File: config.mk
export PLATFORM = sky130hd
export DESIGN_NAME = sorted_integer_set_store
export DESIGN_NICKNAME = d
export VERILOG_FILES = /design/src/rtl/core/ssis_pkg.sv /design/src/rtl/core/ssis_ram.sv /design/src/rtl/core/ssis_ctrl.sv /design/src/rtl/core/sorted_integer_set_store.sv
export VERILOG_INCLUDE_DIRS = /design/src /design/src/rtl/core
export SDC_FILE = /design/constraint.sdc
export NUM_CORES = 2
export LEC_CHECK = 0
export BUFFER_PORTS_ARGS = -buffer_cell sky130_fd_sc_hd__buf_2
export CORE_MARGIN = 1
export CORE_UTILIZATION = 55
export CTS_CLUSTER_DIAMETER = 60
export DETAILED_ROUTE_END_ITERATION = 12
export HOLD_SLACK_MARGIN = 0.1
export PLACE_DENSITY_LB_ADDON = 0.1
export SYNTH_ARGS = -nofsm -noshare
export SYNTH_HDL_FRONTEND = slang
export SYNTH_SLANG_ARGS = --single-unit
File: constraint.sdc
create_clock -name clock -period 16 [get_ports clock]
set_clock_uncertainty 0.2 [all_clocks]
set_input_delay 0.8 -clock clock [delete_from_list [all_inputs] [get_ports clock]]
set_output_delay 0.8 -clock clock [all_outputs]
set_load 0.01 [all_outputs]
File: src/rtl/core/sorted_integer_set_store_defines.svh
// Assertion helpers used by the sorted set store top module.
`ifndef SORTED_INTEGER_SET_STORE_DEFINES_SVH
`define SORTED_INTEGER_SET_STORE_DEFINES_SVH

// Same-cycle implication, sampled on the rising clock edge, off during reset.
`define SSIS_ASSERT_NOW(lbl, ante, cons, msg) \
   lbl: assert property (@(posedge clock) disable iff (reset) (ante) |-> (cons)) \
      else $error(msg);

// Next-cycle implication, sampled on the rising clock edge, off during reset.
`define SSIS_ASSERT_NEXT(lbl, ante, cons, msg) \
   lbl: assert property (@(posedge clock) disable iff (reset) (ante) |=> (cons)) \
      else $error(msg);

`endif

File: src/rtl/core/ssis_pkg.sv
`timescale 1ns / 1ps
package ssis_pkg;

   localparam int CAPACITY = 64;
   localparam int DATA_W   = 32;
   localparam int OP_W     = 3;
   localparam int COUNT_W  = 7;
   localparam int ADDR_W   = (CAPACITY > 1) ? $clog2(CAPACITY) : 1;
   localparam int CNT_W    = $clog2(CAPACITY + 1);

   localparam logic [OP_W-1:0] OP_INSERT = OP_W'(0);
   localparam logic [OP_W-1:0] OP_REMOVE = OP_W'(1);
   localparam logic [OP_W-1:0] OP_TEST   = OP_W'(2);
   localparam logic [OP_W-1:0] OP_XMIN   = OP_W'(3);
   localparam logic [OP_W-1:0] OP_XMAX   = OP_W'(4);

   typedef struct packed {
      logic              wr_en;
      logic [ADDR_W-1:0] wr_addr;
      logic [DATA_W-1:0] wr_data;
      logic              rd_en;
      logic [ADDR_W-1:0] rd_addr;
   } mem_req_type;

   typedef struct packed {
      logic              valid;
      logic              ok;
      logic [DATA_W-1:0] value;
      logic [CNT_W-1:0]  fill;
   } done_type;

   // Element count as reported: fill modulo 2**COUNT_W.
   function automatic logic [COUNT_W-1:0] count_field(input logic [CNT_W-1:0] fill);
      logic [CNT_W+COUNT_W-1:0] wide;
      wide = {{COUNT_W{1'b0}}, fill};
      return wide[COUNT_W-1:0];
   endfunction

endpackage

File: src/rtl/core/ssis_ram.sv
`timescale 1ns / 1ps
module ssis_ram #(
   parameter int DEPTH = 64,
   parameter int WIDTH = 32,
   parameter int AW    = (DEPTH > 1) ? $clog2(DEPTH) : 1
) (
   input  logic             clock,
   input  logic             wr_en,
   input  logic [AW-1:0]    wr_addr,
   input  logic [WIDTH-1:0] wr_data,
   input  logic             rd_en,
   input  logic [AW-1:0]    rd_addr,
   output logic [WIDTH-1:0] rd_data
);

   logic [WIDTH-1:0] mem_ff [DEPTH];
   logic [WIDTH-1:0] rd_data_ff;

   always_ff @(posedge clock) begin
      if (wr_en) begin
         mem_ff[wr_addr] <= wr_data;
      end
   end

   always_ff @(posedge clock) begin
      if (rd_en) begin
         rd_data_ff <= mem_ff[rd_addr];
      end
   end

   assign rd_data = rd_data_ff;

endmodule

File: src/rtl/core/ssis_ctrl.sv
`timescale 1ns / 1ps
module ssis_ctrl (
   input  logic                         clock,
   input  logic                         reset,
   input  logic                         start,
   output logic                         busy,
   input  logic [ssis_pkg::OP_W-1:0]    req_opcode,
   input  logic signed [ssis_pkg::DATA_W-1:0] req_value,
   output ssis_pkg::mem_req_type        mem,
   input  logic [ssis_pkg::DATA_W-1:0]  rd_data,
   output ssis_pkg::done_type           done
);
   import ssis_pkg::*;

   localparam logic [3:0] S_IDLE = 4'd0;
   localparam logic [3:0] S_SRD  = 4'd1;
   localparam logic [3:0] S_SCMP = 4'd2;
   localparam logic [3:0] S_DNRD = 4'd3;
   localparam logic [3:0] S_DNWR = 4'd4;
   localparam logic [3:0] S_UPRD = 4'd5;
   localparam logic [3:0] S_UPWR = 4'd6;
   localparam logic [3:0] S_PUT  = 4'd7;
   localparam logic [3:0] S_MRD  = 4'd8;
   localparam logic [3:0] S_MCAP = 4'd9;

   logic [3:0]               state_ff, state_in;
   logic [OP_W-1:0]          op_ff, op_in;
   logic signed [DATA_W-1:0] val_ff, val_in;
   logic [CNT_W-1:0]         fill_ff, fill_in;
   logic [CNT_W-1:0]         idx_ff, idx_in;
   logic [CNT_W-1:0]         pos_ff, pos_in;
   logic [DATA_W-1:0]        res_ff, res_in;

   logic signed [DATA_W-1:0] rd_word;
   logic [CNT_W-1:0]         idx_next;
   logic [CNT_W-1:0]         idx_prev;
   logic [CNT_W-1:0]         fill_dec;
   logic [CNT_W-1:0]         fill_inc;
   logic                     last;
   logic                     empty;

   assign rd_word  = rd_data;
   assign idx_next = CNT_W'(idx_ff + 1'b1);
   assign idx_prev = CNT_W'(idx_ff - 1'b1);
   assign fill_dec = CNT_W'(fill_ff - 1'b1);
   assign fill_inc = CNT_W'(fill_ff + 1'b1);
   assign last     = (idx_next == fill_ff);
   assign empty    = (fill_ff == '0);
   assign busy     = (state_ff != S_IDLE);

   always_comb begin
      logic             hit;
      logic             search_end;
      logic [CNT_W-1:0] p;
      logic [CNT_W-1:0] p_next;

      state_in   = state_ff;
      op_in      = op_ff;
      val_in     = val_ff;
      fill_in    = fill_ff;
      idx_in     = idx_ff;
      pos_in     = pos_ff;
      res_in     = res_ff;
      mem        = '0;
      done       = '0;
      hit        = 1'b0;
      search_end = 1'b0;
      p          = idx_ff;
      p_next     = idx_next;

      case (state_ff)
         S_IDLE: begin
            if (start) begin
               op_in  = req_opcode;
               val_in = req_value;
               idx_in = '0;
               case (req_opcode)
                  OP_INSERT: begin
                     if (fill_ff == CNT_W'(CAPACITY)) begin
                        done.valid = 1'b1;
                     end else if (empty) begin
                        pos_in   = '0;
                        state_in = S_PUT;
                     end else begin
                        state_in = S_SRD;
                     end
                  end
                  OP_REMOVE, OP_TEST: begin
                     if (empty) done.valid = 1'b1;
                     else       state_in   = S_SRD;
                  end
                  OP_XMIN: begin
                     if (empty) done.valid = 1'b1;
                     else       state_in   = S_MRD;
                  end
                  OP_XMAX: begin
                     if (empty) begin
                        done.valid = 1'b1;
                     end else begin
                        idx_in   = fill_dec;
                        state_in = S_MRD;
                     end
                  end
                  default: done.valid = 1'b1;
               endcase
            end
         end
         S_SRD: begin
            mem.rd_en   = 1'b1;
            mem.rd_addr = idx_ff[ADDR_W-1:0];
            state_in    = S_SCMP;
         end
         S_SCMP: begin
            // linear scan for the first entry not below the operand
            if (rd_word < val_ff) begin
               if (last) begin
                  p          = fill_ff;
                  search_end = 1'b1;
               end else begin
                  idx_in   = idx_next;
                  state_in = S_SRD;
               end
            end else begin
               hit        = (rd_word == val_ff);
               search_end = 1'b1;
            end
            p_next = CNT_W'(p + 1'b1);
            if (search_end) begin
               case (op_ff)
                  OP_TEST: begin
                     done.valid = 1'b1;
                     done.ok    = hit;
                  end
                  OP_REMOVE: begin
                     if (!hit) begin
                        done.valid = 1'b1;
                     end else if (p_next == fill_ff) begin
                        fill_in    = fill_dec;
                        done.valid = 1'b1;
                        done.ok    = 1'b1;
                     end else begin
                        idx_in   = p_next;
                        state_in = S_DNRD;
                     end
                  end
                  default: begin
                     if (hit) begin
                        done.valid = 1'b1;
                     end else if (p == fill_ff) begin
                        pos_in   = p;
                        state_in = S_PUT;
                     end else begin
                        pos_in   = p;
                        idx_in   = fill_dec;
                        state_in = S_UPRD;
                     end
                  end
               endcase
            end
         end
         S_DNRD: begin
            mem.rd_en   = 1'b1;
            mem.rd_addr = idx_ff[ADDR_W-1:0];
            state_in    = S_DNWR;
         end
         S_DNWR: begin
            // close the gap: entry moves one slot down
            mem.wr_en   = 1'b1;
            mem.wr_addr = idx_prev[ADDR_W-1:0];
            mem.wr_data = rd_data;
            if (last) begin
               fill_in    = fill_dec;
               done.valid = 1'b1;
               done.ok    = 1'b1;
               done.value = (op_ff == OP_XMIN) ? res_ff : '0;
            end else begin
               idx_in   = idx_next;
               state_in = S_DNRD;
            end
         end
         S_UPRD: begin
            mem.rd_en   = 1'b1;
            mem.rd_addr = idx_ff[ADDR_W-1:0];
            state_in    = S_UPWR;
         end
         S_UPWR: begin
            // open a hole at pos, top entry first
            mem.wr_en   = 1'b1;
            mem.wr_addr = idx_next[ADDR_W-1:0];
            mem.wr_data = rd_data;
            if (idx_ff == pos_ff) begin
               state_in = S_PUT;
            end else begin
               idx_in   = idx_prev;
               state_in = S_UPRD;
            end
         end
         S_PUT: begin
            mem.wr_en   = 1'b1;
            mem.wr_addr = pos_ff[ADDR_W-1:0];
            mem.wr_data = val_ff;
            fill_in     = fill_inc;
            done.valid  = 1'b1;
            done.ok     = 1'b1;
         end
         S_MRD: begin
            mem.rd_en   = 1'b1;
            mem.rd_addr = idx_ff[ADDR_W-1:0];
            state_in    = S_MCAP;
         end
         S_MCAP: begin
            if (op_ff == OP_XMAX || fill_ff == CNT_W'(1)) begin
               fill_in    = fill_dec;
               done.valid = 1'b1;
               done.ok    = 1'b1;
               done.value = rd_data;
            end else begin
               res_in   = rd_data;
               idx_in   = CNT_W'(1);
               state_in = S_DNRD;
            end
         end
         default: state_in = S_IDLE;
      endcase

      if (done.valid) state_in = S_IDLE;
      done.fill = fill_in;
   end

   always_ff @(posedge clock) begin
      if (reset) begin
         state_ff <= S_IDLE;
         fill_ff  <= '0;
      end else begin
         state_ff <= state_in;
         fill_ff  <= fill_in;
      end
   end

   always_ff @(posedge clock) begin
      op_ff  <= op_in;
      val_ff <= val_in;
      idx_ff <= idx_in;
      pos_ff <= pos_in;
      res_ff <= res_in;
   end

endmodule

File: src/rtl/core/sorted_integer_set_store.sv
// Sorted integer set store: up to CAPACITY distinct signed 32-bit values, ascending.
// Request: drive req_opcode and req_value with start; the item is taken at a clock
// edge where start is high and busy is low. Opcodes: insert, remove, member test,
// extract minimum, extract maximum; other codes are a no-op that fails.
// Result: one item per request on rsp_ok, rsp_out_value, rsp_count and rsp_is_empty,
// valid for the single cycle that rsp_strobe is high. The receiver cannot stall.
// Operation: the entries sit in one single-port-read, single-port-write RAM with a
// registered read, so each visited entry takes a read state, then a compare or move
// state. Member test, insert and remove scan up from slot 0 for the first entry not
// below the operand; an insert of a new value then moves the entries from the top
// down to that slot up by one and writes the operand there, while a remove moves the
// entries above the hit down by one. Extract max reads the top entry; extract min
// reads slot 0 and moves every other entry down by one. Test, remove or extract on
// an empty store, insert when full and a bad opcode finish in the accept cycle.
// The result strobe rises in the cycle after the item completes; busy falls in the
// same cycle, so the next item may be issued while the strobe is up.
// Reset (synchronous) empties the store and clears busy and the strobe; the RAM
// is not cleared since only slots below the fill count are ever read.
`timescale 1ns / 1ps
module sorted_integer_set_store (
   input  logic                               clock,
   input  logic                               reset,
   input  logic                               start,
   output logic                               busy,
   input  logic [ssis_pkg::OP_W-1:0]          req_opcode,
   input  logic signed [ssis_pkg::DATA_W-1:0] req_value,
   output logic                               rsp_strobe,
   output logic                               rsp_ok,
   output logic signed [ssis_pkg::DATA_W-1:0] rsp_out_value,
   output logic [ssis_pkg::COUNT_W-1:0]       rsp_count,
   output logic                               rsp_is_empty
);
   import ssis_pkg::*;
   `include "sorted_integer_set_store_defines.svh"

   mem_req_type       mem;
   done_type          done;
   logic [DATA_W-1:0] rd_data;

   logic                     rsp_strobe_ff;
   logic                     rsp_ok_ff;
   logic signed [DATA_W-1:0] rsp_out_value_ff;
   logic [COUNT_W-1:0]       rsp_count_ff;
   logic                     rsp_is_empty_ff;

   ssis_ctrl u_ctrl (
      .clock      (clock),
      .reset      (reset),
      .start      (start),
      .busy       (busy),
      .req_opcode (req_opcode),
      .req_value  (req_value),
      .mem        (mem),
      .rd_data    (rd_data),
      .done       (done)
   );

   ssis_ram #(
      .DEPTH (CAPACITY),
      .WIDTH (DATA_W),
      .AW    (ADDR_W)
   ) u_ram (
      .clock   (clock),
      .wr_en   (mem.wr_en),
      .wr_addr (mem.wr_addr),
      .wr_data (mem.wr_data),
      .rd_en   (mem.rd_en),
      .rd_addr (mem.rd_addr),
      .rd_data (rd_data)
   );

   always_ff @(posedge clock) begin
      if (reset) begin
         rsp_strobe_ff <= 1'b0;
      end else begin
         rsp_strobe_ff <= done.valid;
      end
   end

   always_ff @(posedge clock) begin
      if (done.valid) begin
         rsp_ok_ff        <= done.ok;
         rsp_out_value_ff <= done.value;
         rsp_count_ff     <= count_field(done.fill);
         rsp_is_empty_ff  <= (done.fill == '0);
      end
   end

   assign rsp_strobe    = rsp_strobe_ff;
   assign rsp_ok        = rsp_ok_ff;
   assign rsp_out_value = rsp_out_value_ff;
   assign rsp_count     = rsp_count_ff;
   assign rsp_is_empty  = rsp_is_empty_ff;

   `SSIS_ASSERT_NEXT(a_accept_progress, start && !busy, rsp_strobe || busy, "item dropped")
   `SSIS_ASSERT_NEXT(a_no_stray_result, !start && !busy, !rsp_strobe, "stray result")
   `SSIS_ASSERT_NOW(a_fail_value_zero, rsp_strobe && !rsp_ok, rsp_out_value == '0, "value on fail")

endmodule

After elaboration in Yosys (flattened, before gate mapping)
Memory sizes are Yosys's and may differ from the RTL's. A register that Yosys moved wholly into a read port is not among the register bits.
Index checks and enable logic that the tools add are counted.
{"block": "op_classes", "addsub": 5, "mul": 0, "div_mod_pow": 0, "magnitude_cmp": 1, "eq_ne": 38, "n_shift": 0, "muxes": 76, "n_bitwise": 2, "n_reduce_logical": 19}
{"operator": "2-to-1 mux 7 bit", "count": 29}
{"operator": "one-hot mux 39 bit (3 select lines)", "count": 1}
{"operator": "2-to-1 mux 34 bit", "count": 2}
{"operator": "one-hot mux 32 bit (2 select lines)", "count": 1}
{"operator": "2-to-1 mux 4 bit", "count": 12}
{"operator": "one-hot mux 4 bit (10 select lines)", "count": 1}
{"operator": "one-hot mux 7 bit (5 select lines)", "count": 1}
{"operator": "equality test 32 bit", "count": 1}
{"operator": "less-than comparator 32 bit", "count": 1}
{"operator": "2-to-1 mux 32 bit", "count": 1}
{"operator": "equality test 7 bit", "count": 4}
{"operator": "one-hot mux 7 bit (2 select lines)", "count": 2}
{"operator": "one-hot mux 7 bit (4 select lines)", "count": 1}
{"operator": "adder 7 x 1 -> 7 bit (second input constant)", "count": 3}
{"operator": "equality test 4 x 3 -> 1 bit (second input constant)", "count": 4}
{"operator": "!= test 2 bit (second input constant)", "count": 8}
{"operator": "AND reduction 8 bit", "count": 2}
{"operator": "logical NOT 7 bit", "count": 2}
{"operator": "subtractor 7 x 1 -> 7 bit (second input constant)", "count": 2}
{"operator": "2-to-1 mux 1 bit", "count": 13}
{"operator": "equality test 3 x 2 -> 1 bit (second input constant)", "count": 4}
{"operator": "one-hot mux 4 bit (3 select lines)", "count": 1}
{"operator": "!= test 3 bit (second input constant)", "count": 3}
{"operator": "equality test 4 x 2 -> 1 bit (second input constant)", "count": 2}
{"operator": "other kinds (25)", "count": 40}
{"block": "totals", "ff_bits": 134, "latch_bits": 0, "ramBits": 2048, "romBits": 0, "word_cells": 154, "n_memories": 1}
{"memory": "u_ram.mem_ff", "depth": 64, "word_bits": 32, "read_ports": 1, "rd_clocked_by_memory_dff": 1, "wr": 1, "line": "ssis_ram.sv:16", "text": "logic [WIDTH-1:0] mem_ff [DEPTH];"}

Logic depth before layout (Yosys ltp)
{"block": "depth", "ltp_word": 13, "depth_mapped": 21}

Hierarchy
Synthesis repeated with hierarchy kept, for this count alone.
{"block": "unflattened", "hier_cells": 4370, "hier_area_um2": 87730.4}
{"mod": "ssis_ram", "instances": 1, "cells_per_inst": 3511, "area_per_inst_um2": 79359.9, "seq_area_each_um2": 62459.9}
{"mod": "ssis_ctrl", "instances": 1, "cells_per_inst": 814, "area_per_inst_um2": 7093.1, "seq_area_each_um2": 2652.5}
{"mod": "sorted_integer_set_store", "instances": 1, "cells_per_inst": 45, "area_per_inst_um2": 1277.5, "seq_area_each_um2": 1251.2}

Worst setup path before layout
Ideal clock, no wire load.
{"block": "synth_timing", "path_type": "register -> register", "startpoint": "register u_ctrl.idx_ff[0]", "endpoint": "register u_ctrl.state_ff[0]", "arrival_time_ps": 5789, "t_required_ps": 15676, "path_slack_ps": 9887, "path_stages_with_launch": 20, "path_buffers": 2, "cell_sequence": "edfxtp_1 buf_2 inv_1 ha_1 xor2_1 a221oi_1 nand2b_4 or3_1 nor4_4 clkbuf_1 o21ai_0 ha_1 and3_1 xnor2_1 a211oi_1 o211ai_1 nand3_1 a311o_1 or2_1 a211oi_1"}
{"item": "from (decl)", "line": "ssis_ctrl.sv:30", "text": "logic [CNT_W-1:0] idx_ff, idx_in;"}
{"item": "from (signal assigned)", "line": "ssis_ctrl.sv:243", "text": "idx_ff <= idx_in;"}
{"item": "to (signal assigned)", "line": "ssis_ctrl.sv:235", "text": "state_ff <= state_in;"}
{"item": "to (decl)", "line": "ssis_ctrl.sv:26", "text": "logic [3:0] state_ff, state_in;"}

==> key figures <==
Outcome
  – Outcome: finished, final reports clean

Placement
  – Quantity of I/O buffers inserted on ports: 80
  – Number of placed cells counting well taps: 7203
  – Cell Area, Placed: about 0.093 mm^2
  – Placer Congestion: 0.951
  – Hpwl dp: around 130000 um

Worst setup path
  – Delay of the slowest critical-path stage: slightly above 0.9 ns
  – Slowest-stage cell, CP: nor4_4
  – Kind of critical path: flop to flop
  – CP Data Required Time: about 17 ns
  – CP dominant cell by count: a211oi_1
  – Worst path cell trace: buf_4 -> ha_1 -> nand3_1 -> a221oi_1 -> nand2b_4 -> or3_1 -> nor4_4 -> o21ai_0 -> ha_1 -> and3_1 -> a211oi_1 -> a211oi_1 -> o211ai_1 -> nand3_1 -> a311o_2 -> or2_1 -> a211oi_1
  – Crit. End Element: flop
  – CP Data Arrival Time: roughly 8 ns
  – CP Launch Type: flop
  – Max Fanout on Critical Path: 77

Floorplanning
  – Core Area: between 0.15 and 0.2 mm^2
  – Die height: roughly 410 um
  – FP Rows: 147
  – Die area: 0.164 mm^2
  – Ports: between 80 and 90
  – Die width: approximately 410 um
  – Starting Density: 0.556

STA
  – Slew Limit Fails: 0
  – Peak Freq: roughly 0.13 GHz
  – Part of the cycle the worst path needs: 0.480
  – Least-Margin Pin Slew: approximately 1.3 ns
  – Tmin final: between 7 and 8 ns
  – Setup Viol. Count Final: 0
  – Final hold vios: 0
  – Setup TNS: 0 ns
  – Relative slew slack: 0.152
  – RSZ-0062 raised after global routing: no

Layout
  – Multi-input gate area: between 0.02 and 0.025 mm^2
  – P&R area growth vs syn: 12.5%
  – Layout cell share with drive strength beyond 1: 0.170
  – Nets: 5378
  – Final std cells w/o fill: 7653
  – FILL cells: 11400
  – Area occupied by registers: around 0.066 mm^2
  – Final Cell Area: 0.101 mm^2

Global route
  – Initial antenna violation count: 3
  – GR Util met3: 0.0531
  – GRT Max-Usage Layer: met1
  – Gr usage total: 0.295
  – Wire length of the first global-routing pass: between 300000 and 400000 um
  – M2 GR Usage: 0.441
  – Vias in the first global route: roughly 48000
  – Pin count of the biggest net entering global routing: about 170
  – Total congestion overflow: 0
  – Met1 Usage GRT: 0.447

Logic synthesis
  – Ys async rst share: 0
  – Syn Inst Count: about 5200
  – Top cell type's share of synthesized area: 0.739
  – Yosys warns: 0
  – Post-synth top area cell: edfxtp_1
  – Synth Register Bits: between 2000 and 2500
  – Synth Net Count: approximately 5300
  – Main area contributors after synthesis: edfxtp_1 74%, mux4_2 6.4%, o211ai_1 4.3%
  – Most common cell in the netlist: edfxtp_1
  – Seq/Total Area, Yosys: 0.741
  – Synth Flop Type: edfxtp_1
  – Synth cell types: 81
  – Synthesized cell area: between 0.08 and 0.09 mm^2
  – Syn Area/Cell: about 17 um^2
  – Post-synth EDFFs: roughly 2200
  – Top cells by count, synth: 2202 x edfxtp_1, 514 x o211ai_1, 326 x mux2i_1, 302 x nand2_1, 287 x clkbuf_1

Detailed routing
  – Vias: about 50000
  – Detail Route Antenna Nets: 0
  – Avg WL per Cell: around 32 um
  – Iteration-0 DRC Markers: 6190
  – Routed vias/inst: between 6 and 7
  – WL final: between 200000 and 250000 um
  – DRC Markers: 0
  – Drt pass-1 iters: 5

Clock tree
  – CTS H-tree lvls: 4
  – Num CTS Buffers: roughly 220
  – Sink Count: approximately 2200
  – CTS tree: built
  – Clk pin slew, worst setup/hold paths: around 0.06 ns
  – Hold buffer count at cts: 36
  – Clock latency on the worst-skew pair: 0.86 ns
  – # resized after CTS: 0
  – Post-CTS Setup Bufs: 0
  – Root Buffer Master: clkbuf_16
  – CTS max path bufs: 3

Run
  – Total of max-cap violations: 0

Power
  – PD cells: between 150 and 200 mW/mm^2
  – Lkg Pwr: between 30 and 40 nW
  – Max IR drop VDD: between 0.1 and 0.15 mV

Hold path
  – Type of the worst min-delay path: flop to flop
==> power by group <==
group          internal [mW]  switching [mW]  leakage, nW
Combinational           1.17            2.60         9.93
Sequential              6.74           0.172         18.8
Clock                   2.87            2.19         3.46
==> state kept, by name (all words and copies together), names as in the netlist <==
signal	cells
u_ram.mem_ff	2048
rsp_ok	1
rsp_out_value	32
u_ctrl.idx_ff	7
u_ctrl.op_ff	3
u_ctrl.state_ff	4
u_ctrl.fill_ff	7
u_ram.rd_data	32
rsp_is_empty	1
rsp_strobe	1
u_ctrl.res_ff	32
rsp_count	7
u_ctrl.pos_ff	7
u_ctrl.val_ff	32
==> worst max-delay path: cells and delay by family, from the launching register on <==
kind                     cells  cell delay, ns
AND/OR/NAND/NOR              7            2.69
AO/OA/AOI/OAI                7            2.67
adder cells (fa/ha/maj)      2            0.85
buffers and inverters        1            0.68
flip-flops                   1            0.48
==> cell usage in the layout (no fill, tap or decap), types with 6 or more instances in the layout <==
| cell type | synthesis | layout |
|---|---|---|
| inv_1 | 49 | 49 |
| clkbuf_16 | 0 | 223 |
| buf_4 | 3 | 141 |
| and2_1 | 12 | 10 |
| o21ai_0 | 64 | 33 |
| nand4_1 | 10 | 10 |
| ha_1 | 38 | 38 |
| a21oi_1 | 168 | 168 |
| nor3_1 | 28 | 28 |
| mux2i_1 | 326 | 326 |
| a31oi_1 | 133 | 133 |
| o31ai_1 | 6 | 6 |
| clkinv_2 | 0 | 40 |
| nand2b_1 | 8 | 8 |
| inv_6 | 0 | 10 |
| buf_12 | 0 | 13 |
| dfxtp_1 | 12 | 12 |
| buf_2 | 60 | 80 |
| and3_1 | 7 | 7 |
| o211ai_1 | 514 | 514 |
| clkbuf_1 | 287 | 42 |
| dlygate4sd3_1 | 0 | 36 |
| nor2_1 | 114 | 48 |
| o21ai_4 | 0 | 31 |
| edfxtp_1 | 2202 | 2202 |
| nand3_1 | 29 | 28 |
| a22o_1 | 34 | 33 |
| a211oi_1 | 39 | 39 |
| a221o_1 | 7 | 7 |
| or3_1 | 264 | 264 |
| nand2_1 | 302 | 297 |
| xnor2_1 | 34 | 34 |
| nor2b_1 | 14 | 14 |
| a221oi_1 | 37 | 37 |
| nor2_4 | 0 | 64 |
| clkinv_1 | 0 | 63 |
| mux4_2 | 256 | 256 |
| nor4_1 | 7 | 6 |
| xor2_1 | 12 | 12 |
| bufinv_16 | 0 | 19 |
==> worst paths after layout <==
path	from	end	slack, ns	cells past startpoint
worst max-delay path	u_ctrl.idx_ff[0]	u_ctrl.state_ff[0]	8.32	17
worst min-delay path	u_ctrl.res_ff[4]	rsp_out_value[4]	0.33	1
worst max register to register	u_ctrl.idx_ff[0]	u_ctrl.state_ff[0]	8.32	17
worst min register to register	u_ctrl.res_ff[4]	rsp_out_value[4]	0.33	1
==> cell families after synthesis <==
group,Yosys count,synth area share
flip-flops,2214,0.741
AO/OA/AOI/OAI,1057,0.0827
AND/OR/NAND/NOR,819,0.0456
multiplexers,584,0.101
buffers and inverters,436,0.0194
XOR/XNOR,47,0.00475
adder cells (fa/ha/maj),38,0.00531
==> layout make-up <==
| cell class | instances | area share |
|---|---|---|
| Multi-Input combinational cell | 2545 | 0.222 |
| Clock inverter | 146 | 0.0128 |
| Timing Repair Buffer | 270 | 0.0206 |
| Clock buffer | 267 | 0.0572 |
| Inverter | 50 | 0.00189 |
| Sequential cell | 2214 | 0.659 |
| Antenna cell | 1 | 0.0000248 |
| Tap cell | 2160 | 0.0268 |
==> stage by stage <==
step	hold WS, ns	utilization	total power [mW]	setup WS, ns
after detailed placement	0.318	0.579	10.7	8.50
final	0.334	0.625	15.7	8.32
after global placement	0.321	0.579	10.7	8.68
after CTS	0.259	0.625	15.8	8.47
after floorplan	0.275	-	9.34	9.89
after global routing	0.349	0.625	16.3	7.89
==> routing by layer <==
| layer | share of wire | vias to the layer above |
|---|---|---|
| met1 | 0.42 | 26200 |
| met5 | 0.000029 | - |
| met2 | 0.46 | 2471 |
| li1 | - | 21400 |
| met4 | 0.027 | 2 |
| met3 | 0.093 | 347 |
Note: power is estimated with default switching activity, not from simulation.
